[src/design/rfom_pkg.sv]
`default_nettype none

package rfom_pkg;

	// Defaults for the top-level parameters.
	localparam int RFOM_DEPTH      = 16;
	localparam int RFOM_WORD_WIDTH = 32;

	// Fixed field widths of the channels.
	localparam int PUSH_WORD_W = 32;
	localparam int POP_WORD_W  = 32;
	localparam int CFG_DATA_W  = 5;
	localparam int CFG_IDX_W   = 1;

	// Slot count in use after reset.
	localparam int DEPTH_RESET = 16;

	// Operation codes.
	localparam logic KIND_PUSH = 1'b0;
	localparam logic KIND_POP  = 1'b1;

	// Configuration register indexes.
	localparam logic [CFG_IDX_W-1:0] CFG_OVERFLOW_MODE = 1'd0;
	localparam logic [CFG_IDX_W-1:0] CFG_DEPTH_IN_USE  = 1'd1;

	typedef enum logic [1:0] {
		MODE_REFUSE    = 2'd0,
		MODE_DROP_NEW  = 2'd1,
		MODE_OVERWRITE = 2'd2
	} overflow_mode_t;

	typedef enum logic [1:0] {
		ST_OK          = 2'd0,
		ST_ERROR       = 2'd1,
		ST_DROPPED     = 2'd2,
		ST_OVERWRITTEN = 2'd3
	} status_t;

	typedef struct packed {
		logic                   kind;
		logic [PUSH_WORD_W-1:0] push_word;
	} op_t;

	typedef struct packed {
		logic [1:0]            status;
		logic [POP_WORD_W-1:0] pop_word;
		logic                  is_empty;
	} res_t;

endpackage

`default_nettype wire

[src/design/rfom_ram.sv]
`default_nettype none

module rfom_ram #(
	parameter int WIDTH = 32,
	parameter int DEPTH = 16
) (
	input  wire logic                     clk,
	input  wire logic                     we,
	input  wire logic [$clog2(DEPTH)-1:0] waddr,
	input  wire logic [WIDTH-1:0]         wdata,
	input  wire logic                     re,
	input  wire logic [$clog2(DEPTH)-1:0] raddr,
	output logic      [WIDTH-1:0]         rdata
);

	logic [WIDTH-1:0] mem [DEPTH];

	always_ff @(posedge clk) begin
		if (we) begin
			mem[waddr] <= wdata;
		end
		if (re) begin
			rdata <= mem[raddr];
		end
	end

endmodule

`default_nettype wire

[src/design/ring_fifo_with_overflow_modes_unit.sv]
`default_nettype none

// Channel  Handshake              Payload              Use
// op       op_valid / op_stall    op (op_t)            push or pop request, one item
// res      res_valid / res_stall  res (res_t)          one result item per op item
// cfg      cfg_valid / cfg_ready  cfg_index, cfg_data  register write, always ready
//
// One op item is accepted per cycle while op_stall is low, back to back. The slot RAM
// has a registered read port, so an accepted item waits in the middle stage while the
// RAM read is in flight and is loaded into the result register from there.
// Reset empties the buffer, selects the refuse policy and sixteen slots in use
// (capped at DEPTH). A stalled result holds; the middle stage then holds too and
// op_stall rises, so no item is lost and the RAM read data stays put.

module ring_fifo_with_overflow_modes_unit
	import rfom_pkg::*;
#(
	parameter int DEPTH      = RFOM_DEPTH,
	parameter int WORD_WIDTH = RFOM_WORD_WIDTH
) (
	input  wire logic                  clk,
	input  wire logic                  arst_n,
	input  wire logic                  op_valid,
	output logic                       op_stall,
	input  wire op_t                   op,
	output logic                       res_valid,
	input  wire logic                  res_stall,
	output res_t                       res,
	input  wire logic                  cfg_valid,
	output logic                       cfg_ready,
	input  wire logic [CFG_IDX_W-1:0]  cfg_index,
	input  wire logic [CFG_DATA_W-1:0] cfg_data
);

	localparam int IDX_W     = $clog2(DEPTH);
	localparam int RST_USED  = (DEPTH_RESET > DEPTH) ? DEPTH : DEPTH_RESET;
	localparam logic [IDX_W-1:0] RST_LAST = IDX_W'(RST_USED - 1);

	// Architectural state: indices, empty flag and configuration.
	logic [IDX_W-1:0] wr_idx_q;
	logic [IDX_W-1:0] rd_idx_q;
	logic             empty_q;
	logic [1:0]       mode_q;
	logic [IDX_W-1:0] last_idx_q;   // highest slot index in use

	// Middle stage: the item has updated the state, the RAM read is in flight.
	logic       valid_s1;
	logic [1:0] status_s1;
	logic       empty_s1;
	logic       pop_ok_s1;

	logic                  res_valid_q;
	res_t                  res_q;
	logic [WORD_WIDTH-1:0] ram_rdata;

	logic accept;
	logic s1_advance;
	logic cfg_we;

	// Next state of the item being accepted.
	logic             full;
	logic [IDX_W-1:0] wr_adv;
	logic [IDX_W-1:0] rd_adv;
	logic [IDX_W-1:0] wr_idx_d;
	logic [IDX_W-1:0] rd_idx_d;
	logic             empty_d;
	logic [1:0]       status_d;
	logic             store;
	logic             pop_ok;
	logic [IDX_W-1:0] cfg_last;

	// Result register frees when empty or taken; the middle stage moves into it then.
	assign s1_advance = !res_valid_q || !res_stall;
	assign op_stall   = valid_s1 && !s1_advance;
	assign accept     = op_valid && !op_stall;
	assign cfg_ready  = 1'b1;
	assign cfg_we     = cfg_valid && cfg_ready;

	assign wr_adv = (wr_idx_q == last_idx_q) ? '0 : wr_idx_q + 1'b1;
	assign rd_adv = (rd_idx_q == last_idx_q) ? '0 : rd_idx_q + 1'b1;
	assign full   = !empty_q && (wr_idx_q == rd_idx_q);

	always_comb begin
		wr_idx_d = wr_idx_q;
		rd_idx_d = rd_idx_q;
		empty_d  = empty_q;
		status_d = ST_OK;
		store    = 1'b0;
		pop_ok   = 1'b0;
		if (op.kind == KIND_PUSH) begin
			if (!full) begin
				store    = 1'b1;
				wr_idx_d = wr_adv;
				empty_d  = 1'b0;
			end else begin
				case (mode_q)
					MODE_DROP_NEW: begin
						status_d = ST_DROPPED;
					end
					MODE_OVERWRITE: begin
						// The oldest word goes, the new one takes its slot.
						store    = 1'b1;
						wr_idx_d = wr_adv;
						rd_idx_d = rd_adv;
						empty_d  = 1'b0;
						status_d = ST_OVERWRITTEN;
					end
					default: begin
						// Refuse, and the unused mode code behaves the same.
						status_d = ST_ERROR;
					end
				endcase
			end
		end else begin
			if (empty_q) begin
				status_d = ST_ERROR;
			end else begin
				pop_ok   = 1'b1;
				rd_idx_d = rd_adv;
				empty_d  = (rd_adv == wr_idx_q);
			end
		end
	end

	// A depth of zero counts as one slot, anything above DEPTH as DEPTH.
	always_comb begin
		if (cfg_data == '0) begin
			cfg_last = '0;
		end else if (32'(cfg_data) > 32'(DEPTH)) begin
			cfg_last = IDX_W'(DEPTH - 1);
		end else begin
			cfg_last = IDX_W'(32'(cfg_data) - 32'd1);
		end
	end

	always_ff @(posedge clk or negedge arst_n) begin
		if (!arst_n) begin
			wr_idx_q   <= '0;
			rd_idx_q   <= '0;
			empty_q    <= 1'b1;
			mode_q     <= MODE_REFUSE;
			last_idx_q <= RST_LAST;
		end else if (cfg_we) begin
			if (cfg_index == CFG_OVERFLOW_MODE) begin
				mode_q <= cfg_data[1:0];
			end else begin
				// A depth change flushes the buffer; slot contents stay.
				last_idx_q <= cfg_last;
				wr_idx_q   <= '0;
				rd_idx_q   <= '0;
				empty_q    <= 1'b1;
			end
		end else if (accept) begin
			wr_idx_q <= wr_idx_d;
			rd_idx_q <= rd_idx_d;
			empty_q  <= empty_d;
		end
	end

	rfom_ram #(
		.WIDTH (WORD_WIDTH),
		.DEPTH (DEPTH)
	) u_slots (
		.clk   (clk),
		.we    (accept && store),
		.waddr (wr_idx_q),
		.wdata (WORD_WIDTH'(op.push_word)),
		.re    (accept && pop_ok),
		.raddr (rd_idx_q),
		.rdata (ram_rdata)
	);

	always_ff @(posedge clk or negedge arst_n) begin
		if (!arst_n) begin
			valid_s1 <= 1'b0;
		end else if (accept) begin
			valid_s1 <= 1'b1;
		end else if (s1_advance) begin
			valid_s1 <= 1'b0;
		end
	end

	always_ff @(posedge clk) begin
		if (accept) begin
			status_s1 <= status_d;
			empty_s1  <= empty_d;
			pop_ok_s1 <= pop_ok;
		end
	end

	always_ff @(posedge clk or negedge arst_n) begin
		if (!arst_n) begin
			res_valid_q <= 1'b0;
		end else if (s1_advance) begin
			res_valid_q <= valid_s1;
		end
	end

	// The RAM word is picked up here, so a later read cannot disturb a held result.
	always_ff @(posedge clk) begin
		if (s1_advance && valid_s1) begin
			res_q.status   <= status_s1;
			res_q.pop_word <= pop_ok_s1 ? POP_WORD_W'(ram_rdata) : '0;
			res_q.is_empty <= empty_s1;
		end
	end

	assign res_valid = res_valid_q;
	assign res       = res_q;

endmodule

`default_nettype wire

[config.mk]
export PLATFORM = sky130hd
export DESIGN_NAME = ring_fifo_with_overflow_modes_unit
export DESIGN_NICKNAME = d
export VERILOG_FILES = /design/src/design/rfom_pkg.sv /design/src/design/rfom_ram.sv /design/src/design/ring_fifo_with_overflow_modes_unit.sv
export SDC_FILE = /design/constraint.sdc
export NUM_CORES = 1
export LEC_CHECK = 0
export BUFFER_PORTS_ARGS = -buffer_cell sky130_fd_sc_hd__buf_2
export CORE_MARGIN = 4
export CORE_UTILIZATION = 55
export DETAILED_ROUTE_END_ITERATION = 16
export MAX_ROUTING_LAYER = met4
export PLACE_DENSITY = 0.74
export REMOVE_ABC_BUFFERS = 1
export SLEW_MARGIN = 15
export SYNTH_ARGS = -nofsm -noshare
export SYNTH_HDL_FRONTEND = slang
export SYNTH_SLANG_ARGS = --single-unit
[constraint.sdc]
create_clock -name clk -period 6.3 [get_ports clk]
set_input_delay 0.315 -clock clk [delete_from_list [all_inputs] [get_ports clk]]
set_output_delay 0.315 -clock clk [all_outputs]
set_load 0.02 [all_outputs]
After elaboration in Yosys (flattened, before gate mapping)

Memories as Yosys holds them, arrays and structs flattened. A register that Yosys moved wholly into a read port is not among the register bits.
Index checks and enable logic that the tools add are counted.

Register bits: 56
Memory bits (writable): 512
Bits of input ports: 44
Output and inout bits: 38
Word-level logic and storage cells: 87
Memories: 1

Add/sub/neg operators: 3
$lt $le $gt $ge: 1
Eq/ne operators: 10
Mux-type cells: 36
Bitwise gates (word level): 1
Reductions and logical operators: 22

Memory list:

| name        | words | width | read ports | clocked after Yosys merged registers in | write ports | line           | RTL |
|---|---|---|---|---|---|---|---|
| u_slots.mem | 16    | 32    | 1          | 1                                       | 1           | rfom_ram.sv:16 | `logic [WIDTH-1:0] mem [DEPTH];` |

Operator list:

| cell                                                  | number |
|---|---|
| two-way mux 4 bit                                     | 16 |
| two-way mux 1 bit                                     | 17 |
| == test 4 bit                                         | 4 |
| adder 4 x 1 -> 4 bit, second input constant           | 2 |
| logical AND 1 bit                                     | 6 |
| AND reduction 2 bit                                   | 3 |
| nonzero test 3 bit                                    | 2 |
| greater-than comparator 5 bit, second input constant  | 1 |
| logical NOT 1 bit                                     | 5 |
| logical NOT 5 bit                                     | 1 |
| AND reduction 5 bit                                   | 1 |
| two-way mux 2 bit                                     | 2 |
| inequality test 2 x 1 -> 1 bit, second input constant | 2 |
| case mux 2 bit (2 select lines)                       | 1 |
| AND reduction 4 bit                                   | 1 |
| nonzero test 2 bit                                    | 2 |
| subtractor 4 x 1 -> 4 bit, second input constant      | 1 |
| inequality test 3 x 2 -> 1 bit, second input constant | 1 |
| inequality test 3 bit, second input constant          | 1 |
| == test 2 x 1 -> 1 bit, second input constant         | 1 |
| == test 2 bit, second input constant                  | 1 |
| logical OR 1 bit                                      | 1 |
| NOT 1 bit                                             | 1 |

Logic depth before layout (Yosys ltp)

Depth after elaboration: 9
Gate-level depth with buffers: 8

Hierarchy

A second synthesis with hierarchy kept.

Cell total of the unflattened synthesis: 1,063
Area, all modules: 22,914.5 sq um

Modules (own cells, without submodules):

| module                             | instances | cells an instance | area each (sq um) | seq. area each (sq um) |
|---|---|---|---|---|
| rfom_ram                           | 1         | 838               | 20,174.3          | 16,335.7 |
| ring_fifo_with_overflow_modes_unit | 1         | 225               | 2,740.1           | 1,602.8 |

Least setup slack after synthesis

OpenSTA, ideal clock, no wires.

Path type: register to register
Start point: register res_valid_q (netlist: res_valid)
End point: register res_q (netlist bit res[0]) (enable)
Library setup time: 0.481 ns
Arrival time: 3.065 ns
Data required time: 5.819 ns
Slack: 2.755 ns
Stages on the path, launching flop included: 2
Period minus slack after synthesis: 3.545 ns
Path through: dfrtp_1 > a21boi_0

Longest elaborated chain between the ends: 3

Ends and longest elaborated chain:

| what                   | line                                      | RTL |
|---|---|---|
| from (decl)            | ring_fifo_with_overflow_modes_unit.sv:52  | `logic res_valid_q;` |
| from (signal assigned) | ring_fifo_with_overflow_modes_unit.sv:195 | `res_valid_q <= valid_s1;` |
| logical NOT 1 bit      | ring_fifo_with_overflow_modes_unit.sv:73  | `assign s1_advance = !res_valid_q \|\| !res_stall;` |
| logical OR 1 bit       | ring_fifo_with_overflow_modes_unit.sv:73  |  |
| logical AND 1 bit      | ring_fifo_with_overflow_modes_unit.sv:201 | `if (s1_advance && valid_s1) begin` |
| to (decl)              | ring_fifo_with_overflow_modes_unit.sv:53  | `res_t res_q;` |

Every way passes these cells.
A chain may end at the register's enable or synchronous reset.

Worst setup path after layout

Start point: register rd_idx_q[0]
End point: memory u_slots.mem[7][19] (enable)

Longest elaborated chain between the ends: 7

Ends and longest elaborated chain:

| what                                    | line                                      | RTL |
|---|---|---|
| from (decl)                             | ring_fifo_with_overflow_modes_unit.sv:41  | `logic [IDX_W-1:0] rd_idx_q;` |
| from (signal assigned)                  | ring_fifo_with_overflow_modes_unit.sv:155 | `rd_idx_q <= rd_idx_d;` |
| == test 4 bit                           | ring_fifo_with_overflow_modes_unit.sv:81  | `assign full = !empty_q && (wr_idx_q == rd_idx_q);` |
| logical AND 1 bit                       | ring_fifo_with_overflow_modes_unit.sv:81  |  |
| two-way mux 1 bit                       | ring_fifo_with_overflow_modes_unit.sv:91  | `if (!full) begin` |
| two-way mux 1 bit                       | ring_fifo_with_overflow_modes_unit.sv:90  | `if (op.kind == KIND_PUSH) begin` |
| logical AND 1 bit                       | ring_fifo_with_overflow_modes_unit.sv:165 | `.we (accept && store),` |
| two-way mux 1 bit                       | rfom_ram.sv:19                            | `if (we) begin` |
| two-way mux 1 bit (not written as such) | rfom_ram.sv:20                            | `mem[waddr] <= wdata;` |
| to (decl)                               | rfom_ram.sv:16                            |  |

Every way passes these cells.

==> run metrics <==
EDFF count, synth=583; Final setup violation count=0; Post-Route WL=51,740 um; Reg2Reg Launch Point=rd_idx_q[0]$_DFFE_PN0P_; vias in the first global route=11,753; max_slew headroom=0.2135; total congestion overflow=0; CTS tree=built; Synth async-reset ratio=0.02833; flops & latches, synth=600; leakage power=8.652 nW; Clock Power Share=0.345; area share of the largest cell type after synthesis=0.7492; worst slack, placed=2.265 ns; Avg WL per Cell=26.93 um; core footprint=41,950 sq um; TritonRoute pass-1 iters=8; maximum vdd drop=251.2 uV; diode count=0; Post-DP HPWL=29,470 um; Final ANT Viol Nets=0; Final Hold Viols=0; fin crit period=4.043 ns; Comb pwr share=0.171; Die ar.=45,850 sq um; DR DRC count=0; Cell variety after synth=58; ys flop type=edfxtp_1; reg2reg path depth=5; area post-placement=24,340 sq um; Sw Share=0.2604; max frequency=247.3 MHz; via count=12,008; largest net degree at the start of global routing=73; RSZ-0062 raised after global routing=false; Tcrit/Tclk final=0.6418; setup TNS=0 ns; internal power=7.293 mW; first-pass GRT wire length=76,680 um; initial core utilization=0.5571; CTS max path bufs=3; Worst setup EP type=flop; CTS Sinks=600; setup ws final=2.257 ns; count leader, synth=edfxtp_1; clk root buf=clkbuf_16; critical path startpoint=rd_idx_q[0]$_DFFE_PN0P_; Clock Latency Late Sink=0.61 ns; Synth top cells by count=583 x edfxtp_1, 96 x mux2i_1, 78 x o21ai_0; synth warn=0; Die X=214.1 um; reg-to-reg endpoint=u_slots.mem[7][19]$_DFFE_PP_; sequential-to-total area share from yosys stat=0.7677; sequential cell fraction of total power=0.483; # rows=75; vias per inst=6.251; Mapped Cells=1,238; Synth area leaders=edfxtp_1 75%, mux4_2 6.2%, mux2i_1 4.1%; min-delay src=cfg_index; worst-margin pin slew=1.177 ns; worst reg2reg setup slack=2.26 ns; Crit path required time=6.51 ns; final net count=1,389; Setup Fix Bufs, Post-CTS=0; initial antenna violation count=1; Mapped Area=23,370 sq um; Setup crit end=u_slots.mem[7][19]$_DFFE_PP_; Pwr per Cell Area=372.5 nW/um^2; data arrival time of the worst path=4.25 ns; synth-to-layout area growth=13.29%; # H-tree levels=2; die extent in y=214.1 um; Avg Cell Area, Syn=18.88 sq um; biggest area consumer among synthesized cells=edfxtp_1; pins over their slew limit=0; status=complete, no violations; layout cells sized above 1=0.2323; CP Max Fanout=60; clk_skew=0.01928 ns; max-capacitance violation count=0; Starting DRT DRC Count=1,510; Port Buffer Count=80; critical path class=flop to flop; Worst Hold Class=input pin to flop; Placer Congestion=0.8115; CTS Buf Count=57; clock-pin slew on the worst setup and hold paths=0.06 ns; NetSw=2.568 mW; Global Route Usage Sum=0.2297; Filler Cells Inserted=2,853; type of origin of the critical path=flop; Ports=82; Finished Cell Area=26,470 sq um
==> power by group through the flow <==
stage	combinational [mW]	clock, mW	sequential, mW
floorplan	1.35	0	4.97
global placement	1.64	0	4.85
detailed placement	1.66	0	4.85
CTS	1.68	3.45	4.77
global route	1.83	3.63	4.79
finish	1.69	3.40	4.77
==> kinds of logic after synthesis <==
| kind of cell | after synthesis | share of synthesized area |
|---|---|---|
| fa+ha+maj | 9 | 0.004712 |
| compound gates | 196 | 0.05381 |
| buf+inv | 81 | 0.01676 |
| mux | 194 | 0.1192 |
| simple gates | 141 | 0.03090 |
| flops | 600 | 0.7677 |
| other cells | 1 | 0.0001605 |
| xor+xnor | 16 | 0.006800 |
==> sequential cells by signal, summed over array words and instances, names as in the netlist <==
register       count
res               35
wr_idx_q           4
res_valid          1
valid_s1           1
status_s1          2
u_slots.mem      512
empty_q            1
u_slots.rdata     32
pop_ok_s1          1
mode_q             2
last_idx_q         4
rd_idx_q           4
empty_s1           1
==> layout by cell type (no fill, tap or decap), drive strengths merged, types with 3 or more instances in the layout <==
| cell type | count |
|---|---|
| a22oi | 32 |
| o31ai | 3 |
| mux4 | 64 |
| bufinv | 6 |
| dfrtp | 12 |
| edfxtp | 583 |
| nor3 | 6 |
| nand3 | 3 |
| buf | 97 |
| and2 | 34 |
| clkinv | 26 |
| mux2 | 34 |
| nor2 | 23 |
| nand2 | 56 |
| xor2 | 10 |
| nor2b | 6 |
| a21boi | 3 |
| dlygate4sd3 | 10 |
| a21oi | 33 |
| mux2i | 96 |
| ha | 8 |
| inv | 16 |
| nor4 | 3 |
| a221oi | 32 |
| clkinvlp | 8 |
| xnor2 | 6 |
| nand2b | 3 |
| o21ai | 78 |
| clkbuf | 62 |
| dfstp | 5 |
==> layer usage <==
| metal | up-vias | wire length [um] | global-route usage |
|---|---|---|---|
| met1 | 6144 | 21830 | 0.3391 |
| met4 | 0 | 920 | 0.04820 |
| met3 | 83 | 6235 | 0.08346 |
| li1 | 5173 | - | - |
| met2 | 608 | 22750 | 0.3128 |
| met5 | - | 0 | - |
==> metrics by stage <==
step | power, mW | std cells | hold WS (ns) | util
after floorplan | 6.322 | 1171 | 0.01941 | -
after global placement | 6.487 | 1799 | 0.2583 | 0.5797
final | 9.861 | 1921 | 0.02694 | 0.6311
after detailed placement | 6.513 | 1800 | 0.2719 | 0.5804
after CTS | 9.903 | 1914 | 0.002859 | 0.6272
after global routing | 10.25 | 1921 | 0.03564 | 0.6311
==> critical path: stages (launching register included) <==
cell,delay [ns]
dfrtp_4,1.06
xor2_1,0.31
nor3_2,0.12
a311oi_1,0.64
nand2_1,0.46
nor2_4,1.01
==> area by class of cell <==
class / instances / area, sq um / area share
flip-flops and latches: 600 / 17950 / 0.6779
multi-input cells: 557 / 5177 / 0.1956
clock buffers: 62 / 1488 / 0.05619
repair buffers: 107 / 758.2 / 0.02864
well taps: 539 / 674.4 / 0.02547
clock inverters: 42 / 376.6 / 0.01423
inverters: 14 / 52.55 / 0.001985
==> repair_timing <==
| action | CTS | global route |
|---|---|---|
| resized for setup | 0 | 0 |
| hold buffers | 10 | 0 |
| hold endpoints to repair | 23 | 0 |
==> worst min path at each step <==
stage / cells past startpoint / slack [ns] / end
finish: 3 / 0.03 / mode_q[1]$_DFFE_PN0P_
CTS: 3 / 0.003 / mode_q[1]$_DFFE_PN0P_
floorplan: 0 / 0.02 / mode_q[0]$_DFFE_PN0P_
detailed placement: 1 / 0.27 / valid_s1$_DFFE_PN0P_
global placement: 1 / 0.26 / res_valid$_DFFE_PN0P_
global route: 3 / 0.04 / mode_q[1]$_DFFE_PN0P_
Power figures use the tool's default switching activity.
